<file path="config.mk">
export PLATFORM = sky130hd
export DESIGN_NAME = stsc_ctrl
export DESIGN_NICKNAME = d
export VERILOG_FILES = /design/src/hw/rtl/stsc_pkg.sv /design/src/hw/rtl/stsc_ctrl.sv
export VERILOG_INCLUDE_DIRS = /design/src /design/src/hw/rtl
export SDC_FILE = /design/constraint.sdc
export NUM_CORES = 1
export LEC_CHECK = 0
export BUFFER_PORTS_ARGS = -buffer_cell sky130_fd_sc_hd__buf_2
export CAP_MARGIN = 25
export CORE_AREA = 2 2 39 41
export DETAILED_ROUTE_END_ITERATION = 10
export DIE_AREA = 0 0 41 43
export SYNTH_ARGS = -nofsm -noshare
export SYNTH_HDL_FRONTEND = slang
export SYNTH_SLANG_ARGS = --single-unit
</file>
<file path="constraint.sdc">
create_clock -name clk -period 1.17 [get_ports clk]
set_input_delay 0.1755 -clock clk [delete_from_list [all_inputs] [get_ports clk]]
set_output_delay 0.1755 -clock clk [all_outputs]
set_load 0.02 [all_outputs]
</file>
<file path="src/hw/rtl/subarray_target_sum_counter_unit_macros.svh">
// ----------------------------------------------------------------------------
// Assertion macros for the subarray target sum counter
// Concurrent checks on a clock and an active-low reset; empty for synthesis.
// ----------------------------------------------------------------------------
`ifndef SUBARRAY_TARGET_SUM_COUNTER_UNIT_MACROS_SVH
`define SUBARRAY_TARGET_SUM_COUNTER_UNIT_MACROS_SVH
`ifndef SYNTHESIS
// Property must hold at every clock edge outside reset
`define STSC_ASSERT(label, clk, rst_n, prop, msg) \
	label: assert property (@(posedge clk) disable iff (!rst_n) prop) else $error(msg);
// Expression must never be true outside reset
`define STSC_ASSERT_NEVER(label, clk, rst_n, expr, msg) \
	label: assert property (@(posedge clk) disable iff (!rst_n) !(expr)) else $error(msg);
`else
`define STSC_ASSERT(label, clk, rst_n, prop, msg)
`define STSC_ASSERT_NEVER(label, clk, rst_n, expr, msg)
`endif
`endif

</file>
<file path="src/hw/rtl/stsc_pkg.sv">
// ----------------------------------------------------------------------------
// stsc_pkg
// Shared constants, table entry layout and controller/datapath interface.
// ----------------------------------------------------------------------------
`default_nettype none

package stsc_pkg;

	localparam int MAX_LEN    = 1024;
	localparam int ITEM_W     = $clog2(MAX_LEN + 1);
	localparam int TABLE_BITS = 10;
	localparam int SLOTS      = 1 << TABLE_BITS;
	localparam int SAMPLE_W   = 16;
	localparam int KEY_W      = 32;
	localparam int COUNT_W    = 20;
	localparam int FREQ_W     = 11;
	localparam int EPOCH_W    = 8;

	localparam logic [KEY_W-1:0]   HASH_MULT = 32'd2654435761;
	localparam logic [COUNT_W-1:0] COUNT_MAX = {COUNT_W{1'b1}};
	localparam logic [FREQ_W-1:0]  FREQ_MAX  = {FREQ_W{1'b1}};

	// One hash table slot; valid when its epoch matches the current one
	typedef struct packed {
		logic [EPOCH_W-1:0] epoch;
		logic [KEY_W-1:0]   key;
		logic [FREQ_W-1:0]  freq;
	} entry_t;

	// Commands from controller to datapath
	typedef struct packed {
		logic accept;      // take sample, advance prefix sum
		logic load_diff;   // key = sum - target
		logic hash;        // slot address from key, restart probe
		logic read;        // read slot at probe address
		logic probe_next;  // advance to next slot
		logic count_upd;   // add matches to count, key = sum
		logic write_entry; // insert or bump current sum
		logic set_ovf;     // table full for current sum
		logic finish;      // load result register, clear on last
		logic clr_write;   // clearing pass: zero one slot
	} cmd_t;

	// Status from datapath to controller
	typedef struct packed {
		logic in_range;
		logic hit;
		logic free;
		logic exhausted;
		logic out_free;
		logic last;
		logic epoch_wrap;
		logic clr_last;
	} status_t;

endpackage

`default_nettype wire

</file>
<file path="src/hw/rtl/stsc_ctrl.sv">
// ----------------------------------------------------------------------------
// stsc_ctrl
// Sequencer: two hashed lookups per sample within capacity, result load and table clearing.
// ----------------------------------------------------------------------------
`default_nettype none
`include "subarray_target_sum_counter_unit_macros.svh"

module stsc_ctrl (
	input  logic             clk,
	input  logic             arst_n,
	input  logic             in_valid,
	output logic             in_stall,
	input  stsc_pkg::status_t st,
	output stsc_pkg::cmd_t    cmd
);
	import stsc_pkg::*;

	localparam logic [3:0] S_CLEAR  = 4'd0;
	localparam logic [3:0] S_IDLE   = 4'd1;
	localparam logic [3:0] S_KEY1   = 4'd2;
	localparam logic [3:0] S_HASH1  = 4'd3;
	localparam logic [3:0] S_READ1  = 4'd4;
	localparam logic [3:0] S_CHK1   = 4'd5;
	localparam logic [3:0] S_HASH2  = 4'd6;
	localparam logic [3:0] S_READ2  = 4'd7;
	localparam logic [3:0] S_CHK2   = 4'd8;
	localparam logic [3:0] S_FINISH = 4'd9;

	logic [3:0] state_q;
	logic [3:0] state_d;

	assign in_stall = (state_q != S_IDLE);

	// Next state and commands
	always_comb begin
		state_d = state_q;
		cmd     = '0;
		unique case (state_q)
			S_CLEAR: begin
				cmd.clr_write = 1'b1;
				if (st.clr_last) begin
					state_d = S_IDLE;
				end
			end
			S_IDLE: begin
				if (in_valid) begin
					cmd.accept = 1'b1;
					state_d    = S_KEY1;
				end
			end
			S_KEY1: begin
				cmd.load_diff = 1'b1;
				state_d       = st.in_range ? S_HASH1 : S_FINISH;
			end
			S_HASH1: begin
				cmd.hash = 1'b1;
				state_d  = S_READ1;
			end
			S_READ1: begin
				cmd.read = 1'b1;
				state_d  = S_CHK1;
			end
			S_CHK1: begin
				if (st.hit || st.free || st.exhausted) begin
					cmd.count_upd = 1'b1;
					state_d       = S_HASH2;
				end else begin
					cmd.probe_next = 1'b1;
					state_d        = S_READ1;
				end
			end
			S_HASH2: begin
				cmd.hash = 1'b1;
				state_d  = S_READ2;
			end
			S_READ2: begin
				cmd.read = 1'b1;
				state_d  = S_CHK2;
			end
			S_CHK2: begin
				if (st.hit || st.free) begin
					cmd.write_entry = 1'b1;
					state_d         = S_FINISH;
				end else if (st.exhausted) begin
					cmd.set_ovf = 1'b1;
					state_d     = S_FINISH;
				end else begin
					cmd.probe_next = 1'b1;
					state_d        = S_READ2;
				end
			end
			S_FINISH: begin
				if (st.out_free) begin
					cmd.finish = 1'b1;
					state_d    = (st.last && st.epoch_wrap) ? S_CLEAR : S_IDLE;
				end
			end
			default: begin
				state_d = S_IDLE;
			end
		endcase
	end

	// Hold state; reset starts with a clearing pass
	always_ff @(posedge clk or negedge arst_n) begin
		if (!arst_n) begin
			state_q <= S_CLEAR;
		end else begin
			state_q <= state_d;
		end
	end

	`STSC_ASSERT(a_accept_starts_item, clk, arst_n, (in_valid && !in_stall) |=> (state_q == S_KEY1), "accepted item did not start lookup")
	`STSC_ASSERT(a_finish_returns, clk, arst_n, cmd.finish |=> (state_q == S_IDLE || state_q == S_CLEAR), "finish did not end the item")

endmodule

`default_nettype wire

</file>
==> reports/results.tsv <==
stage	metric	value	unit
status	status	finished, violations left	
status	violated checks	setup timing	
routing	vias per cell	4.99	
timing	Max Slew Vio Count	0	
setup_path	Arr. time, crit path	1.29	ns
setup_path	CP required	0.99	ns
routing	via count	534	
grt	via count of the first global-routing pass	536	
logic_synthesis	syn avg cell area	7.48	um^2
timing	final hold slack	0.224	ns
timing	Slew @ Worst Pin	0.371	ns
routing	Highest Signal Layer	met4	
floorplanning	Core Rows	14	
clock_tree	clock latency on the worst-skew pair	0.24	ns
cells_and_area	max reg flops	4	
floorplanning	Die Span Y	43	um
placement	pre-CTS setup slack	-0.142	ns
routing	met3 routed WL	19	um
timing	Fin. Hold Viols	0	
logic_synthesis	Synth area leader	dfrtp_1	
cells_and_area	design area	858	um^2
placement	Post-DP Area	651	um^2
clock_tree	CTS Buf Count	3	
logic_synthesis	Post-synth EDFFs	0	
logic_synthesis	Mapped Nets	65	
cells_and_area	top flop regs	state_q (4)	
timing	final setup fails	13	
cells_and_area	Final Core Density	62.0	%
grt	gr ovfl total	0	
logic_synthesis	Syn. warnings	0	
grt	initial antenna violation count	0	
placement	gp weighted congestion	0.796	
cells_and_area	footprint of the multi-input gates	407	um^2
logic_synthesis	most frequent cells after synthesis	nor2_1 (9), nand2_1 (5), dfrtp_1 (4)	
hold_path	Hold Path Cell Cnt	3	
setup_path	WS Path Type	flop to output pin	
logic_synthesis	top-count cell post-synth	nor2_1	
routing	wire per inst	12.8	um
clock_tree	clock root buffer master	clkbuf_4	
placement	Inst Count DP	98	
routing	1st-iter DRT viols	11	
clock_tree	Worst-path clk slew	0.04	ns
grt	Total GRT Usage	18.2	%
placement	hpwl dp	926	um
hold_path	min-delay worst type	input port to flop	
power	VDD IR max	1.64	mV
cells_and_area	FF/Latch Area	104	um^2
routing	DRT Pass-1 Iters	2	
logic_synthesis	FFs w/ async S/R, synth	100	%
clock_tree	H-tree depth	1	
routing	WL final	1370	um
logic_synthesis	Synth area leaders	dfrtp_1 (25%), nor2_1 (8.4%), nand3b_4 (5.0%)	
routing	Remaining DRCs	0	
setup_path	Startpoint Class	flop	
setup_path	R2R depth	4	
placement	port bufs	21	
timing	max frequency	684	MHz
power	P per Cell Area	2980	mW/mm^2
timing	fin worst setup slack	-0.291	ns
logic_synthesis	Mapped Cells	54	
cells_and_area	largest register by flop count	state_q	
routing	antenna viol nets, final	0	
setup_path	Crit. End Element	output pin	
floorplanning	core area	0.00138	mm^2
timing	final setup skew	0.00563	ns
floorplanning	die width	41	um
floorplanning	io pins	22	
timing	period utilisation layout	125	%
routing	Met2 Wirelength	724	um
routing	WL met1	604	um
floorplanning	Initial Utilization	29.2	%
timing	Rel. slew slack	74.7	%
flow_run	max_cap viols	0	
logic_synthesis	Main synth FF type	dfrtp_1	
clock_tree	CTS tree	done	
cells_and_area	share of layout cells above drive strength 1	68.1	%
setup_path	CP max FO	4	
power	total power	2.56	mW
cells_and_area	synth-to-layout area growth	112	%
logic_synthesis	Yosys reg bits	4	
cells_and_area	final layout net count	103	
cells_and_area	antenna cells	0	
floorplanning	Total Die Area	0.00176	mm^2
logic_synthesis	Mapped Area	404	um^2
cells_and_area	Finished Layout Cells	107	
cells_and_area	fill count	126	
logic_synthesis	Distinct cells, synth	30	
clock_tree	Max Root-Sink Buffers	2	
timing	crit path time final	1.46	ns
clock_tree	clock sinks	4	
grt	global-route wire length before repair	2210	um
timing	final setup TNS	-3.13	ns
power	Lkg Pwr	0.409	nW
logic_synthesis	register area share after synthesis	24.8	%
timing	RSZ-0062 raised after global routing	true	
grt	pin count of the biggest net entering global routing	9	
logic_synthesis	area share of the largest cell type after synthesis	24.8	%
layout make-up:
| cell class | count | share of cell area, % |
|---|---|---|
| sequential | 4 | 12.1 |
| inverter | 3 | 1.90 |
| clock buffer | 4 | 3.06 |
| timing repair buffer | 36 | 33.2 |
| tap | 16 | 2.33 |
| multi-input combinational | 44 | 47.4 |
final timing paths:
kind | from | endpoint | slack, ns
max | state_q[3] | cmd[0] | -0.29
min | st[0] | state_q[0] | 0.22
max reg2reg | state_q[3] | state_q[0] | -0.20
min reg2reg | state_q[3] | state_q[2] | 0.69
max in group asynchronous | arst_n | state_q[2] | 0.76
min in group asynchronous | arst_n | state_q[3] | 0.28
layer usage:
metal	GRT usage [%]	vias to the layer above
met3	0	2
met5	0	-
met2	29.7	9
li1	-	269
met4	8.00	0
met1	23.9	254
logic make-up (layout without fill, tap and decap cells):
family	count (synthesis)	count (layout)	synth area share (%)
xor gates and xnor gates	2	2	4.34
and+or+nand+nor	30	30	44.3
DFF	4	4	24.8
AOI/OAI and AO/OA	12	12	19.8
buffers and inverters	6	43	6.81
critical path: stages, from the launching register on:
cell	delay [ns]
dfrtp_1	0.41
buf_4	0.16
nor4_4	0.29
buf_4	0.19
layout by cell type (no fill, tap or decap), types with 2 or more instances in the layout:
cell type / netlist / routed
nand2_1: 5 / 3
and3_1: 2 / 2
nand2_2: 0 / 2
inv_1: 3 / 2
buf_4: 1 / 14
buf_6: 0 / 8
nor2b_4: 1 / 3
dfrtp_2: 0 / 3
nor2_4: 0 / 2
clkbuf_4: 0 / 3
buf_2: 1 / 12
nor2_1: 9 / 7
power by group:
part           switching (mW)  leakage, nW  internal (mW)
Sequential              0.115       0.0472          0.216
Clock                  0.0590       0.0150          0.128
Combinational           0.992        0.347           1.05
repair_timing:
item	4_1_cts	5_1_grt
resized for setup	25	12
setup endpoints to repair	13	14
hold endpoints to repair	4	0
hold buffers	1	0
setup buffers	3	1
pin swaps	3	4
Note: power is estimated with default switching activity, not from simulation.
